[src/rguf_pkg.sv]
`default_nettype none
// ============================================================================
// rguf_pkg
// Shared types and constants for the range-gated union-find block.
// ============================================================================
package rguf_pkg;

    localparam int IDX_W         = 10;
    localparam int POS_W         = 16;
    localparam int RANGE_W       = 15;
    localparam int RANK_W        = 4;
    localparam int SQ_W          = 32;
    localparam int SUM_W         = 34;
    localparam int R2_W          = 2 * RANGE_W;
    localparam int PARTICLES_DEF = 1024;
    localparam int Q_DEPTH       = 4;
    localparam int Q_PTR_W       = 2;
    localparam int Q_CNT_W       = 3;
    localparam int FLIGHT_W      = 2;
    localparam int OCC_W         = 4;

    localparam logic [RANGE_W-1:0] RANGE_RESET = 15'd512;
    localparam logic [RANK_W-1:0]  RANK_MAX    = 4'd15;

    typedef enum logic [1:0] {
        OP_CLEAR = 2'd0,
        OP_LINK  = 2'd1,
        OP_FIND  = 2'd2,
        OP_NONE  = 2'd3
    } rguf_op_t;

    // One classified word passed from front to back
    typedef struct packed {
        rguf_op_t         operation;
        logic [IDX_W-1:0] first_index;
        logic [IDX_W-1:0] second_index;
        logic             near;
    } rguf_item_t;

    typedef enum logic [3:0] {
        ST_CLEAR,
        ST_IDLE,
        ST_FSTART,
        ST_FREAD,
        ST_FCHECK,
        ST_CCHECK,
        ST_CWRITE,
        ST_FDONE,
        ST_RREADA,
        ST_RREADB,
        ST_UNITE
    } rguf_state_t;

    // Which find the walker is running
    typedef enum logic [1:0] {
        PH_FIND,
        PH_FA1,
        PH_FB,
        PH_FA2
    } rguf_phase_t;

endpackage
`default_nettype wire

[src/rguf_front.sv]
`default_nettype none
// ============================================================================
// rguf_front
// Accepts words and classifies links by the squared-distance range test.
// ============================================================================
module rguf_front (
    input  wire logic                                   clk,
    input  wire logic                                   rst_n,
    input  wire logic                                   accept,
    input  wire logic [1:0]                             operation,
    input  wire logic [rguf_pkg::IDX_W-1:0]             first_index,
    input  wire logic [rguf_pkg::IDX_W-1:0]             second_index,
    input  wire logic signed [rguf_pkg::POS_W-1:0]      first_x,
    input  wire logic signed [rguf_pkg::POS_W-1:0]      first_y,
    input  wire logic signed [rguf_pkg::POS_W-1:0]      first_z,
    input  wire logic signed [rguf_pkg::POS_W-1:0]      second_x,
    input  wire logic signed [rguf_pkg::POS_W-1:0]      second_y,
    input  wire logic signed [rguf_pkg::POS_W-1:0]      second_z,
    input  wire logic [rguf_pkg::RANGE_W-1:0]           cohesion_range,
    output rguf_pkg::rguf_item_t                        item,
    output logic                                        item_valid,
    output logic [rguf_pkg::FLIGHT_W-1:0]               inflight
);
    import rguf_pkg::*;

    logic                v1_reg, v2_reg, v3_reg;
    rguf_item_t          item1_reg, item2_reg, item3_reg;
    logic [POS_W:0]      dx_reg, dy_reg, dz_reg;
    logic [POS_W:0]      ax, ay, az;
    logic [SQ_W-1:0]     sqx_reg, sqy_reg, sqz_reg;
    logic [R2_W-1:0]     r2_reg;
    logic [SUM_W-1:0]    sum;
    rguf_item_t          item1_next;
    rguf_item_t          item3_next;

    // Track the squared range
    always_ff @(posedge clk)
    begin
        r2_reg <= R2_W'(cohesion_range) * R2_W'(cohesion_range);
    end

    // Valid bits of the three stages
    always_ff @(posedge clk or negedge rst_n)
    begin
        if (!rst_n)
        begin
            v1_reg <= 1'b0;
            v2_reg <= 1'b0;
            v3_reg <= 1'b0;
        end
        else
        begin
            v1_reg <= accept;
            v2_reg <= v1_reg;
            v3_reg <= v2_reg;
        end
    end

    always_comb
    begin
        item1_next.operation    = rguf_op_t'(operation);
        item1_next.first_index  = first_index;
        item1_next.second_index = second_index;
        item1_next.near         = 1'b0;
    end

    // Stage one: coordinate differences
    always_ff @(posedge clk)
    begin
        item1_reg <= item1_next;
        dx_reg    <= {first_x[POS_W-1], first_x} - {second_x[POS_W-1], second_x};
        dy_reg    <= {first_y[POS_W-1], first_y} - {second_y[POS_W-1], second_y};
        dz_reg    <= {first_z[POS_W-1], first_z} - {second_z[POS_W-1], second_z};
    end

    // Stage two: magnitudes and squares
    assign ax = dx_reg[POS_W] ? (~dx_reg + (POS_W+1)'(1)) : dx_reg;
    assign ay = dy_reg[POS_W] ? (~dy_reg + (POS_W+1)'(1)) : dy_reg;
    assign az = dz_reg[POS_W] ? (~dz_reg + (POS_W+1)'(1)) : dz_reg;

    always_ff @(posedge clk)
    begin
        item2_reg <= item1_reg;
        sqx_reg   <= SQ_W'(ax[POS_W-1:0]) * SQ_W'(ax[POS_W-1:0]);
        sqy_reg   <= SQ_W'(ay[POS_W-1:0]) * SQ_W'(ay[POS_W-1:0]);
        sqz_reg   <= SQ_W'(az[POS_W-1:0]) * SQ_W'(az[POS_W-1:0]);
    end

    // Stage three: sum and compare against the range
    assign sum = SUM_W'(sqx_reg) + SUM_W'(sqy_reg) + SUM_W'(sqz_reg);

    always_comb
    begin
        item3_next      = item2_reg;
        item3_next.near = (sum < SUM_W'(r2_reg));
    end

    always_ff @(posedge clk)
    begin
        item3_reg <= item3_next;
    end

    assign item       = item3_reg;
    assign item_valid = v3_reg;
    assign inflight   = FLIGHT_W'(v1_reg) + FLIGHT_W'(v2_reg) + FLIGHT_W'(v3_reg);

endmodule
`default_nettype wire

[config.mk]
export PLATFORM = sky130hd
export DESIGN_NAME = rguf_front
export DESIGN_NICKNAME = d
export VERILOG_FILES = /design/src/rguf_pkg.sv /design/src/rguf_front.sv
export SDC_FILE = /design/constraint.sdc
export NUM_CORES = 2
export LEC_CHECK = 0
export BUFFER_PORTS_ARGS = -buffer_cell sky130_fd_sc_hd__buf_2
export CAP_MARGIN = 20
export CORE_MARGIN = 2
export CORE_UTILIZATION = 65
export CTS_BUF_LIST = sky130_fd_sc_hd__clkbuf_8 sky130_fd_sc_hd__clkbuf_16
export DETAILED_ROUTE_END_ITERATION = 10
export GPL_ROUTABILITY_DRIVEN = 0
export HOLD_SLACK_MARGIN = 0.02
export PLACE_DENSITY = 0.82
export SLEW_MARGIN = 20
export SYNTH_ARGS = -nofsm -noshare
export SYNTH_HDL_FRONTEND = slang
export SYNTH_SLANG_ARGS = --single-unit
[constraint.sdc]
create_clock -name clk -period 8.95 [get_ports clk]
set_input_delay 0.4475 -clock clk [delete_from_list [all_inputs] [get_ports clk]]
set_output_delay 0.4475 -clock clk [all_outputs]
set_load 0.01 [all_outputs]
==> flow_summary.rst <==
.. list-table::
   :header-rows: 1

   * - Metric
     - Value
   * - 1st-pass router iterations
     - 6
   * - Portion of the post-synthesis area used by sequential elements
     - 12.91%
   * - Period minus WS final
     - approximately 8.3 ns
   * - Mapped Avg Cell Area
     - 9.188 sq um
   * - Setup slack, reg-to-reg
     - 0.63 ns
   * - Layout cells sized above 1
     - 6.941%
   * - Quantity of hold-fixing buffers added after cts
     - 24
   * - Net count, final
     - about 5600
   * - Number of setup buffers added after CTS
     - 0
   * - Final setup violating endpoints
     - 0
   * - Headroom to the max-slew limit
     - 34.91%
   * - Die width
     - 245.1 um
   * - Maximum operating frequency
     - 0.1202 GHz
   * - Remaining antenna violation count after routing
     - 0
   * - Slowest stage delay, CP
     - 0.67 ns
   * - Slowest CP cell
     - xor2_1
   * - DP Wirelength
     - ~70 mm
   * - Least-Margin Pin Slew
     - 0.9694 ns
   * - Total clock buffers created by CTS
     - 27
   * - Total number of yosys warnings
     - 0
   * - Area Growth Syn to Fin
     - 7.960%
   * - Overall die area
     - 60080 sq um
   * - I/O pin count
     - 162
   * - Post-detailed-routing wire length
     - 83.19 mm
   * - CTS tree
     - done
   * - Kind of launch point of the worst setup path
     - flip-flop
   * - Count of input and output buffers
     - approximately 160
   * - Standard-cell row count
     - 88
   * - Deepest level of the CTS H-tree
     - 1
   * - Post-route clock period utilization
     - 92.93%
   * - Cell family contributing the most delay on the critical path
     - adder cells
   * - Critical Setup Path Class
     - flip-flop to flip-flop
   * - First DRT Iteration DRCs
     - 1976
   * - Clock latency on the worst-skew pair
     - between 0.5 and 0.6 ns
   * - Critical path buffer and inverter count
     - 5
   * - CTS clk-pin slew, worst paths
     - 0.06 ns
   * - Data arrival time of the critical path
     - 8.78 ns
   * - Crit Path Max Fanout
     - 14
   * - Number of antenna violations at the first check in global routing
     - 0
   * - Max Clock Skew
     - about 0.010 ns
   * - Number of unique standard cell types used by synthesis
     - 85
   * - Setup TNS
     - 0 ns
   * - Vias per inst
     - between 5 and 6
   * - # DRC
     - 0
   * - Via count of the first global-routing pass
     - 29440
   * - Congestion Overflow GR
     - 0
   * - Total core area
     - 57590 sq um
   * - HP Class
     - input pin to flip-flop
   * - Starting density of the core
     - about two thirds
   * - CP dominant cell by count
     - fa_1
   * - Wire length of the first global-routing pass
     - between 100 and 150 mm
   * - Height of the die
     - 245.1 um
   * - Vias post-DR
     - between 20000 and 30000
   * - Share of synthesized flip-flops with an asynchronous set or reset
     - 1.235%
   * - Root Buffer Master
     - clkbuf_16
   * - Hold Violations, Final
     - 0
   * - TritonCTS Sinks
     - 243
   * - Post-synthesis sequential element count
     - 243
   * - Endpoint kind of the worst setup timing path
     - flip-flop
   * - Largest net degree at the start of global routing
     - 19
   * - Unrepaired setup endpoints after global routing
     - false
   * - Number of max-slew violations in the final report
     - 0
   * - Clock Path Buffers
     - 3
   * - Total global routing track utilization
     - 28.86%
   * - Run status
     - finished, final reports clean
   * - Max Cap Violations
     - 0
   * - Endpoint required time on the critical path
     - 9.41 ns
   * - Drt wl/cell
     - 16.35 um
   * - Number of synthesized flops with an enable pin
     - 0
   * - Gate count after technology mapping
     - about 4100
   * - Post-synthesis instance area
     - roughly 38000 sq um
   * - Gates resized, CTS repair
     - 0
   * - Antenna fix cells
     - 0
   * - Ys flop type
     - dfxtp_1
==> tightest hold or removal path, stage by stage <==
cell	delay, ns
buf_2	0.08
ha_1	0.11
inv_1	0.03
==> layout make-up <==
type                    instances  area, sq um
multi-input cells            2837        29030
fillers                      4266        16790
flip-flops and latches        243         4880
inverters                     975         3660
repair buffers                217         1286
well taps                     765        957.2
clock buffers                  32        744.5
clock inverters                18        240.2
==> synth_stat cells, types with 10 or more instances <==
| cell | count | area, sq um |
|---|---|---|
| inv_1 | 950 | 3566 |
| nand4_1 | 19 | 118.9 |
| fa_1 | 661 | 13230 |
| o21bai_1 | 17 | 127.6 |
| o21ai_1 | 12 | 60.06 |
| nor2b_1 | 38 | 237.7 |
| nand3_1 | 43 | 215.2 |
| nor2_1 | 300 | 1126 |
| inv_2 | 16 | 60.06 |
| o21ai_0 | 92 | 460.4 |
| clkbuf_1 | 56 | 210.2 |
| a21o_1 | 51 | 382.9 |
| xnor2_1 | 150 | 1314 |
| nor3_1 | 57 | 285.3 |
| o21a_1 | 23 | 172.7 |
| xor2_1 | 70 | 613.1 |
| a31oi_1 | 14 | 87.58 |
| nand2_1 | 355 | 1333 |
| o31ai_1 | 13 | 97.59 |
| a211oi_1 | 19 | 142.6 |
| and3_1 | 10 | 62.56 |
| dfxtp_1 | 240 | 4805 |
| or3_1 | 18 | 112.6 |
| nand2b_1 | 26 | 162.7 |
| a21oi_1 | 138 | 690.7 |
| ha_1 | 485 | 6068 |
| o211ai_1 | 12 | 90.09 |
| and2_1 | 62 | 387.9 |
==> cells in the final DEF (no fill, tap or decap), types with 13 or more instances in the layout <==
cell type / instances
dfxtp_1: 240
a211oi_1: 19
nor2b_1: 38
a21o_1: 51
inv_1: 952
nand2b_1: 26
o21ai_0: 92
nor2_1: 300
nand4_1: 19
clkbuf_16: 27
nand3_1: 43
dlygate4sd3_1: 24
xor2_1: 70
o31ai_1: 13
nor3_1: 57
or3_1: 18
buf_2: 161
o21bai_1: 17
xnor2_1: 149
a31oi_1: 14
buf_4: 32
ha_1: 485
o21a_1: 23
fa_1: 661
nand2_1: 355
inv_2: 16
a21oi_1: 138
and2_1: 62
==> layer usage <==
| metal | global-route usage (%) | vias to the layer above | part of all wire (%) |
|---|---|---|---|
| li1 | - | 13190 | - |
| met1 | 36.93 | 13780 | 40 |
| met2 | 50.02 | 975 | 50 |
| met3 | 3.827 | 244 | 5.8 |
| met4 | 10.71 | 0 | 4.0 |
| met5 | 0 | - | 0 |
==> logic make-up after synthesis <==
| logic type | count (synthesis) | share of synthesized area (%) |
|---|---|---|
| adder cells (fa/ha/maj) | 1146 | 51.07 |
| buffers and inverters | 1034 | 10.30 |
| AND/OR/NAND/NOR | 970 | 11.55 |
| AO/OA/AOI/OAI | 488 | 8.556 |
| flip-flops | 243 | 12.91 |
| XOR/XNOR | 228 | 5.533 |
| other | 2 | 0.01987 |
| multiplexers | 2 | 0.05959 |
==> final timing paths <==
path | startpoint | endpoint | cells past startpoint
max | dz_reg[0] | sqz_reg[31] | 26
min | second_y[0] | dy_reg[0] | 3
max reg2reg | dz_reg[0] | sqz_reg[31] | 26
min reg2reg | item1_reg[18] | item2_reg[18] | 0
max in group asynchronous | rst_n | v2_reg | 2
min in group asynchronous | rst_n | item_valid | 2
==> through the flow <==
| stage | hold WS [ns] | instances | utilization (%) | setup WS [ns] | cell area (sq um) |
|---|---|---|---|---|---|
| final | 0.1342 | 5087 | 70.85 | 0.6326 | 40800 |
| after global routing | 0.1453 | 5087 | 70.85 | 0.1800 | 40800 |
| after CTS | 0.1126 | 5087 | 70.83 | 0.6697 | 40790 |
| after detailed placement | 0.2488 | 5013 | 68.71 | 0.6737 | 39570 |
| after global placement | 0.2432 | 5013 | 68.71 | 0.9768 | 39570 |
| after floorplan | 0.1519 | 4114 | - | 1.437 | 37790 |
Power is left out: the tool's default activity adds up to more than one toggle a clock period on the data nets, which glitch-free logic cannot reach.
