==> src/rguf_pkg.sv <==
`default_nettype none
// ============================================================================
// rguf_pkg
// Shared types and constants for the range-gated union-find block.
// ============================================================================
package rguf_pkg;

    localparam int IDX_W         = 10;
    localparam int POS_W         = 16;
    localparam int RANGE_W       = 15;
    localparam int RANK_W        = 4;
    localparam int SQ_W          = 32;
    localparam int SUM_W         = 34;
    localparam int R2_W          = 2 * RANGE_W;
    localparam int PARTICLES_DEF = 1024;
    localparam int Q_DEPTH       = 4;
    localparam int Q_PTR_W       = 2;
    localparam int Q_CNT_W       = 3;
    localparam int FLIGHT_W      = 2;
    localparam int OCC_W         = 4;

    localparam logic [RANGE_W-1:0] RANGE_RESET = 15'd512;
    localparam logic [RANK_W-1:0]  RANK_MAX    = 4'd15;

    typedef enum logic [1:0] {
        OP_CLEAR = 2'd0,
        OP_LINK  = 2'd1,
        OP_FIND  = 2'd2,
        OP_NONE  = 2'd3
    } rguf_op_t;

    // One classified word passed from front to back
    typedef struct packed {
        rguf_op_t         operation;
        logic [IDX_W-1:0] first_index;
        logic [IDX_W-1:0] second_index;
        logic             near;
    } rguf_item_t;

    typedef enum logic [3:0] {
        ST_CLEAR,
        ST_IDLE,
        ST_FSTART,
        ST_FREAD,
        ST_FCHECK,
        ST_CCHECK,
        ST_CWRITE,
        ST_FDONE,
        ST_RREADA,
        ST_RREADB,
        ST_UNITE
    } rguf_state_t;

    // Which find the walker is running
    typedef enum logic [1:0] {
        PH_FIND,
        PH_FA1,
        PH_FB,
        PH_FA2
    } rguf_phase_t;

endpackage
`default_nettype wire

==> src/rguf_queue.sv <==
`default_nettype none
// ============================================================================
// rguf_queue
// Short FIFO of classified words between front and back.
// ============================================================================
module rguf_queue (
    input  wire logic                            clk,
    input  wire logic                            rst_n,
    input  wire logic                            push,
    input  wire rguf_pkg::rguf_item_t            push_item,
    input  wire logic                            pop,
    output rguf_pkg::rguf_item_t                 head,
    output logic                                 head_valid,
    output logic [rguf_pkg::Q_CNT_W-1:0]         count
);
    import rguf_pkg::*;

    rguf_item_t           slot_reg [Q_DEPTH];
    logic [Q_PTR_W-1:0]   wr_ptr_reg, rd_ptr_reg;
    logic [Q_CNT_W-1:0]   count_reg;

    // Store pushed words
    always_ff @(posedge clk)
    begin
        if (push)
        begin
            slot_reg[wr_ptr_reg] <= push_item;
        end
    end

    // Advance pointers and count
    always_ff @(posedge clk or negedge rst_n)
    begin
        if (!rst_n)
        begin
            wr_ptr_reg <= '0;
            rd_ptr_reg <= '0;
            count_reg  <= '0;
        end
        else
        begin
            if (push)
            begin
                wr_ptr_reg <= wr_ptr_reg + Q_PTR_W'(1);
            end
            if (pop)
            begin
                rd_ptr_reg <= rd_ptr_reg + Q_PTR_W'(1);
            end
            count_reg <= count_reg + Q_CNT_W'(push) - Q_CNT_W'(pop);
        end
    end

    assign head       = slot_reg[rd_ptr_reg];
    assign head_valid = (count_reg != '0);
    assign count      = count_reg;

endmodule
`default_nettype wire

==> config.mk <==
export PLATFORM = sky130hd
export DESIGN_NAME = rguf_queue
export DESIGN_NICKNAME = d
export VERILOG_FILES = /design/src/rguf_pkg.sv /design/src/rguf_queue.sv
export SDC_FILE = /design/constraint.sdc
export NUM_CORES = 1
export LEC_CHECK = 0
export ABC_AREA = 1
export BUFFER_PORTS_ARGS = -buffer_cell sky130_fd_sc_hd__buf_4
export CORE_MARGIN = 2
export CORE_UTILIZATION = 47
export CTS_CLUSTER_SIZE = 8
export DETAILED_ROUTE_END_ITERATION = 10
export GPL_TIMING_DRIVEN = 0
export PLACE_DENSITY = 0.66
export SYNTH_ARGS = -nofsm -noshare
export SYNTH_HDL_FRONTEND = slang
export SYNTH_SLANG_ARGS = --single-unit
export TNS_END_PERCENT = 20
==> constraint.sdc <==
create_clock -name clk -period 3 [get_ports clk]
set_clock_uncertainty 0.05 [all_clocks]
set_input_delay 0.45 -clock clk [delete_from_list [all_inputs] [get_ports clk]]
set_output_delay 0.45 -clock clk [all_outputs]
set_load 0.05 [all_outputs]
==> impl_metrics.env, run 1 <==
export IMPL_status="finished, final reports clean"
export IMPL_critPathKind="reg2out"
export IMPL_total_power_mw=5.508
export IMPL_fp_dieW_um=99.20
export IMPL_gp_congestion=0.7741
export IMPL_largest_register_ffs=92
export IMPL_cellPowerDensity_nw_per_um2=1101
export IMPL_cp_required_ps=2500
export IMPL_wirelength_um=8247
export IMPL_synth_seq_area_share_pct=68.98
export IMPL_p_leak_nw=2.396
export IMPL_timing_final_crit_share_pct=74.38
export IMPL_cts_tree="yes"
export IMPL_track_usage_pct=17.66
export IMPL_finalSetupViolations=0
export IMPL_rsz0062_at_grt="no"
export IMPL_path_max_fanout=10
export IMPL_fp_dieH_um=99.20
export IMPL_io_pins=54
export IMPL_route_detailed_drc=0
export IMPL_cts_resized=0
export IMPL_fin_cells=582
export IMPL_tightest_slew_ps=1065
export IMPL_syn_num_nets=438
export IMPL_cts_htree_levels=3
export IMPL_drtIter0Drc=140
export IMPL_die_area_um2=9840
export IMPL_setup_tns_ps=0
export IMPL_drive_above_1_share_pct=17.30
export IMPL_num_antenna_cells=0
export IMPL_hold_buffers=1
export IMPL_place_inst=565
export IMPL_area_growth_pct=17.45
export IMPL_grt_overflow_total=0
export IMPL_synth_cell_types=15
export IMPL_ant_nets=0
export IMPL_grt_max_degree=24
export IMPL_antenna_found_initial=0
export IMPL_ys_seq_elements=99
export IMPL_via_per_inst=4.687
export IMPL_clock_path_buffers=2
export IMPL_hold_violations=0
export IMPL_avgSynthCellArea_um2=10.54
export IMPL_fmax_mhz=448.1
export IMPL_nNetsFinal=503
export IMPL_cts_root_buf="clkbuf_8"
export IMPL_drv_cap=0
export IMPL_coreArea_um2=8763
export IMPL_slew_violations=0
export IMPL_clk_pin_slew_ps=90
export IMPL_port_buffers=53
export IMPL_wl_per_cell_um=14.17
export IMPL_slew_headroom_pct=28.89
export IMPL_ys_warn_count=0
export IMPL_grt_pass1_wl_um=13190
export IMPL_clock_sinks=99
export IMPL_postCtsSetupBuffers=0
export IMPL_place_ws_ps=848.8
export IMPL_start_kind="flop"
export IMPL_rows=34
export IMPL_synth_area_um2=4259
export IMPL_period_needed_ps=2231
export IMPL_fin_ws_ps=768.6
export IMPL_syn_inst=404
export IMPL_clock_latency_ps=360
export IMPL_place_area_um2=4792
export IMPL_first_pass_iters=4
export IMPL_hpwl_um=5148
export IMPL_cts_inserted_buffers=9
export IMPL_initial_core_util_pct=48.60
export IMPL_ir_drop_mv=0.5063
export IMPL_holdCritPathClass="in2reg"
export IMPL_grt_pass1_vias=2712
export IMPL_crit_path_end_kind="primary output"
export IMPL_finalInstanceArea_um2=5002
export IMPL_vias=2728
export IMPL_critical_path_arrival_ps=1730
## per-stage QoR
stage | utilization, % | hold slack [ps]
floorplan | - | 104.4
detailed placement | 54.68 | 223.4
global route | 57.08 | 218.7
finish | 57.08 | 232.7
global placement | 54.68 | 222.5
CTS | 57.08 | 225.7
## per-layer routing
metal	vias to the layer above	GRT usage [%]	routed length (µm)
met5	-	0	0
met2	61	29.37	4020
met4	0	7.165	135
met1	1280	23.11	3686
li1	1375	-	-
met3	12	3.162	405
## worst max-delay path, stage by stage, from the launching register on
cell and delay, ps:
dfrtp_1 450, inv_1 200, buf_2 290, nand3_1 110
nand2_1 110, buf_4 210
## synthesized netlist by cell type
library cell	count	area share [%]
buf_4	2	0.35
edfxtp_1	92	65
buf_2	10	1.2
nand3b_1	1	0.18
nand2_1	126	11
o21ai_1	1	0.12
dfrtp_1	7	4.1
clkbuf_1	1	0.088
nand3_1	48	5.6
buf_6	1	0.26
ha_1	6	1.8
fa_1	1	0.47
inv_1	104	9.2
xor2_1	3	0.62
inv_2	1	0.088
## path summary, 6_finish.rpt
path                                     from              end  slack, ps  cells past startpoint
worst max-delay path            rd_ptr_reg[1]          head[2]        770                      5
worst min-delay path            push_item[17]  slot_reg[0][17]        230                      1
worst max register to register  wr_ptr_reg[0]  slot_reg[2][13]       1070                      4
worst min register to register  wr_ptr_reg[0]    wr_ptr_reg[0]        490                      1
max in group asynchronous               rst_n    rd_ptr_reg[0]       2400                      2
min in group asynchronous               rst_n         count[0]        380                      2
## placed cells by master (no fill, tap or decap)
cell type	instances
dfrtp_1	7
fa_1	1
nand2_1	126
clkinv_4	2
nand3_1	48
edfxtp_1	92
inv_6	2
ha_1	6
o21ai_1	1
inv_1	104
buf_4	55
clkinvlp_4	1
buf_2	10
inv_2	1
clkinv_1	1
clkbuf_1	1
xor2_1	3
dlygate4sd3_1	1
bufinv_16	1
nand3b_1	1
buf_6	1
clkbuf_8	9
## area by class of cell
| cell class | count | area (µm²) |
|---|---|---|
| fillers | 743 | 3761 |
| flip-flops and latches | 99 | 2938 |
| multi-input cells | 186 | 847.1 |
| repair buffers | 54 | 407.9 |
| inverters | 105 | 394.1 |
| well taps | 108 | 135.1 |
| clock buffers | 9 | 123.9 |
| plain buffers | 14 | 80.08 |
| clock inverters | 7 | 76.32 |
## cell families (layout without fill, tap and decap cells)
group / after synthesis / after routing / synth area share [%]
and+or+nand+nor: 175 / 175 / 16.92
adders and majority gates: 7 / 7 / 2.233
buffers and inverters: 119 / 189 / 11.13
xor gates and xnor gates: 3 / 3 / 0.6170
DFF: 99 / 99 / 68.98
AOI/OAI and AO/OA: 1 / 1 / 0.1174
## power breakdown
| group | switching, mW | total [mW] | internal, mW |
|---|---|---|---|
| Sequential | 0.0945 | 1.92 | 1.82 |
| Clock | 0.470 | 0.862 | 0.392 |
| Combinational | 1.97 | 2.73 | 0.754 |
| Total | 2.54 | 5.51 | 2.97 |
No activity file was read; power rests on OpenSTA's default activity.
==> inputs of run 2 (changes only) <==
--- a/config.mk
+++ b/config.mk
@@ -12,7 +12,7 @@
 export CTS_CLUSTER_SIZE = 8
 export DETAILED_ROUTE_END_ITERATION = 10
 export GPL_TIMING_DRIVEN = 0
-export PLACE_DENSITY = 0.66
+export PLACE_DENSITY = 0.68
 export SYNTH_ARGS = -nofsm -noshare
 export SYNTH_HDL_FRONTEND = slang
 export SYNTH_SLANG_ARGS = --single-unit
==> constraint.sdc (replaced) <==
create_clock -name clk -period 1.9 [get_ports clk]
set_clock_uncertainty 0.05 [all_clocks]
set_input_delay 0.285 -clock clk [delete_from_list [all_inputs] [get_ports clk]]
set_output_delay 0.285 -clock clk [all_outputs]
set_load 0.05 [all_outputs]
==> run 2 against run 1 <==
  * Global-route usage down 0.41 points
  * Combinational power rose by 81%
  * Register-to-register slack got worse by 940 ps
  * Non-clock buffer count rose by 6
  * Critical path type unchanged
  * Largest cell class unchanged
==> impl_metrics.env, run 2 (same netlist as run 1, synthesis figures left out) <==
export IMPL_io_pins=54
export IMPL_via_per_inst=4.585
export IMPL_rows=34
export IMPL_drtIter0Drc=142
export IMPL_first_pass_iters=5
export IMPL_wl_met3_um=344
export IMPL_ir_drop_mv=0.8535
export IMPL_gp_congestion=0.7237
export IMPL_p_leak_nw=2.441
export IMPL_period_needed_ps=1866
export IMPL_grt_pass1_vias=2564
export IMPL_highest_layer="met4"
export IMPL_final_cell_mix="119 x nand2_1, 98 x inv_1, 92 x edfxtp_1"
export IMPL_grt_overflow_total=0
export IMPL_cts_tree="yes"
export IMPL_holdCritPathClass="in2reg"
export IMPL_clock_sinks=99
export IMPL_wl_met2_um=3922
export IMPL_track_usage_pct=17.25
export IMPL_crit_path_end_kind="primary output"
export IMPL_die_area_um2=9840
export IMPL_status="finished, final reports clean"
export IMPL_pwr_share_comb_pct=52.8
export IMPL_port_buffers=53
export IMPL_finalSetupViolations=0
export IMPL_clkPwrFrac_pct=14.8
export IMPL_critPathKind="reg2out"
export IMPL_nNetsFinal=509
export IMPL_slew_violations=0
export IMPL_tightest_slew_ps=609.7
export IMPL_place_ws_ps=-89.14
export IMPL_slew_headroom_pct=59.27
export IMPL_coreArea_um2=8763
export IMPL_ant_nets=0
export IMPL_cellPowerDensity_nw_per_um2=1785
export IMPL_place_inst=565
export IMPL_drive_above_1_share_pct=22.29
export IMPL_cts_inserted_buffers=9
export IMPL_fin_cells=588
export IMPL_largest_register_ffs=92
export IMPL_initial_core_util_pct=48.60
export IMPL_start_kind="flop"
export IMPL_fin_ws_ps=33.94
export IMPL_switchingPower_mw=4.199
export IMPL_clock_latency_ps=360
export IMPL_num_antenna_cells=0
export IMPL_grt_pass1_wl_um=12630
export IMPL_hold_violations=0
export IMPL_area_growth_pct=23.41
export IMPL_route_layer_met1_wl_um=3697
export IMPL_critical_path_arrival_ps=1530
export IMPL_rsz0062_at_grt="yes"
export IMPL_cp_required_ps=1560
export IMPL_wl_per_cell_um=13.73
export IMPL_route_detailed_drc=0
export IMPL_grt_max_degree=24
export IMPL_wirelength_um=8072
export IMPL_sw_frac_of_total_pct=44.76
export IMPL_path_max_fanout=10
export IMPL_timing_final_crit_share_pct=98.21
export IMPL_fp_dieW_um=99.20
export IMPL_antenna_found_initial=0
export IMPL_p_int_mw=5.183
export IMPL_seqPwrFrac_pct=32.4
export IMPL_vias=2696
export IMPL_clock_path_buffers=2
export IMPL_cts_root_buf="clkbuf_8"
export IMPL_hpwl_um=4906
export IMPL_fmax_mhz=535.9
export IMPL_cts_htree_levels=3
export IMPL_drv_cap=0
export IMPL_layout_commonest_cell="nand2_1"
export IMPL_fp_dieH_um=99.20
export IMPL_clk_pin_slew_ps=100
run 2: metal layers:
metal  track usage, %  vias up
met2            26.92       59
met1            23.56     1240
li1                 -     1390
met3            3.162        7
met4            8.325        0
met5                0        -
run 2: power by group through the flow:
stage	sequential [mW]	combinational (mW)	clock (mW)
floorplan	3.15	2.92	0
global placement	3.06	4.26	0
detailed placement	3.08	4.33	0
CTS	3.03	4.49	1.40
global route	3.09	5.32	1.49
finish	3.04	4.95	1.39
run 2: layout make-up:
cell class                      count  area (µm²)
Tap cell                          108       135.1
Timing Repair Buffer               60       535.5
Multi-Input combinational cell    186       879.6
Sequential cell                    99        2940
Buffer                             14       145.1
Clock inverter                      7       80.08
Clock buffer                        9       123.9
Fill cell                         680        3507
Inverter                          105       416.7
run 2: path summary, 6_finish.rpt:
kind                       slack, ps  cells past startpoint         endpoint           from
setup / recovery                  30                      6         head[18]  rd_ptr_reg[0]
hold / removal                    60                      1  slot_reg[0][16]  push_item[16]
setup reg to reg                 130                      3   slot_reg[1][1]  wr_ptr_reg[0]
hold reg to reg                  510                      1    wr_ptr_reg[0]  wr_ptr_reg[0]
max in group asynchronous       1430                      2    rd_ptr_reg[0]          rst_n
min in group asynchronous        220                      2    wr_ptr_reg[0]          rst_n
run 2: through the flow:
stage	hold WS (ps)	power [mW]	utilization, %	instance area (µm²)	TNS [ps]
2_1_floorplan	-60.59	6.073	-	4259	0
3_3_place_gp	58.84	7.326	54.68	4792	-2862
6_report	56.16	9.381	59.98	5256	0
4_1_cts	43.73	8.923	57.85	5070	-5.680
3_5_place_dp	59.77	7.404	54.68	4792	-5514
5_1_grt	34.65	9.894	59.98	5256	-127.9
run 2: critical path: stages (launching register included):
cell and delay (ps):
dfrtp_2 460, buf_6 150, buf_12 140, nand2_1 60, nand3_1 70, nand2_1 90, buf_4 200
run 2: timing repair:
item / CTS / global route
setup endpoints to repair: 92 / 69
setup buffers: 2 / 4
endpoints found under the hold margin: 7 / 0
hold buffers: 1 / 0
gates resized for setup: 17 / 48
pin swaps: 0 / 8
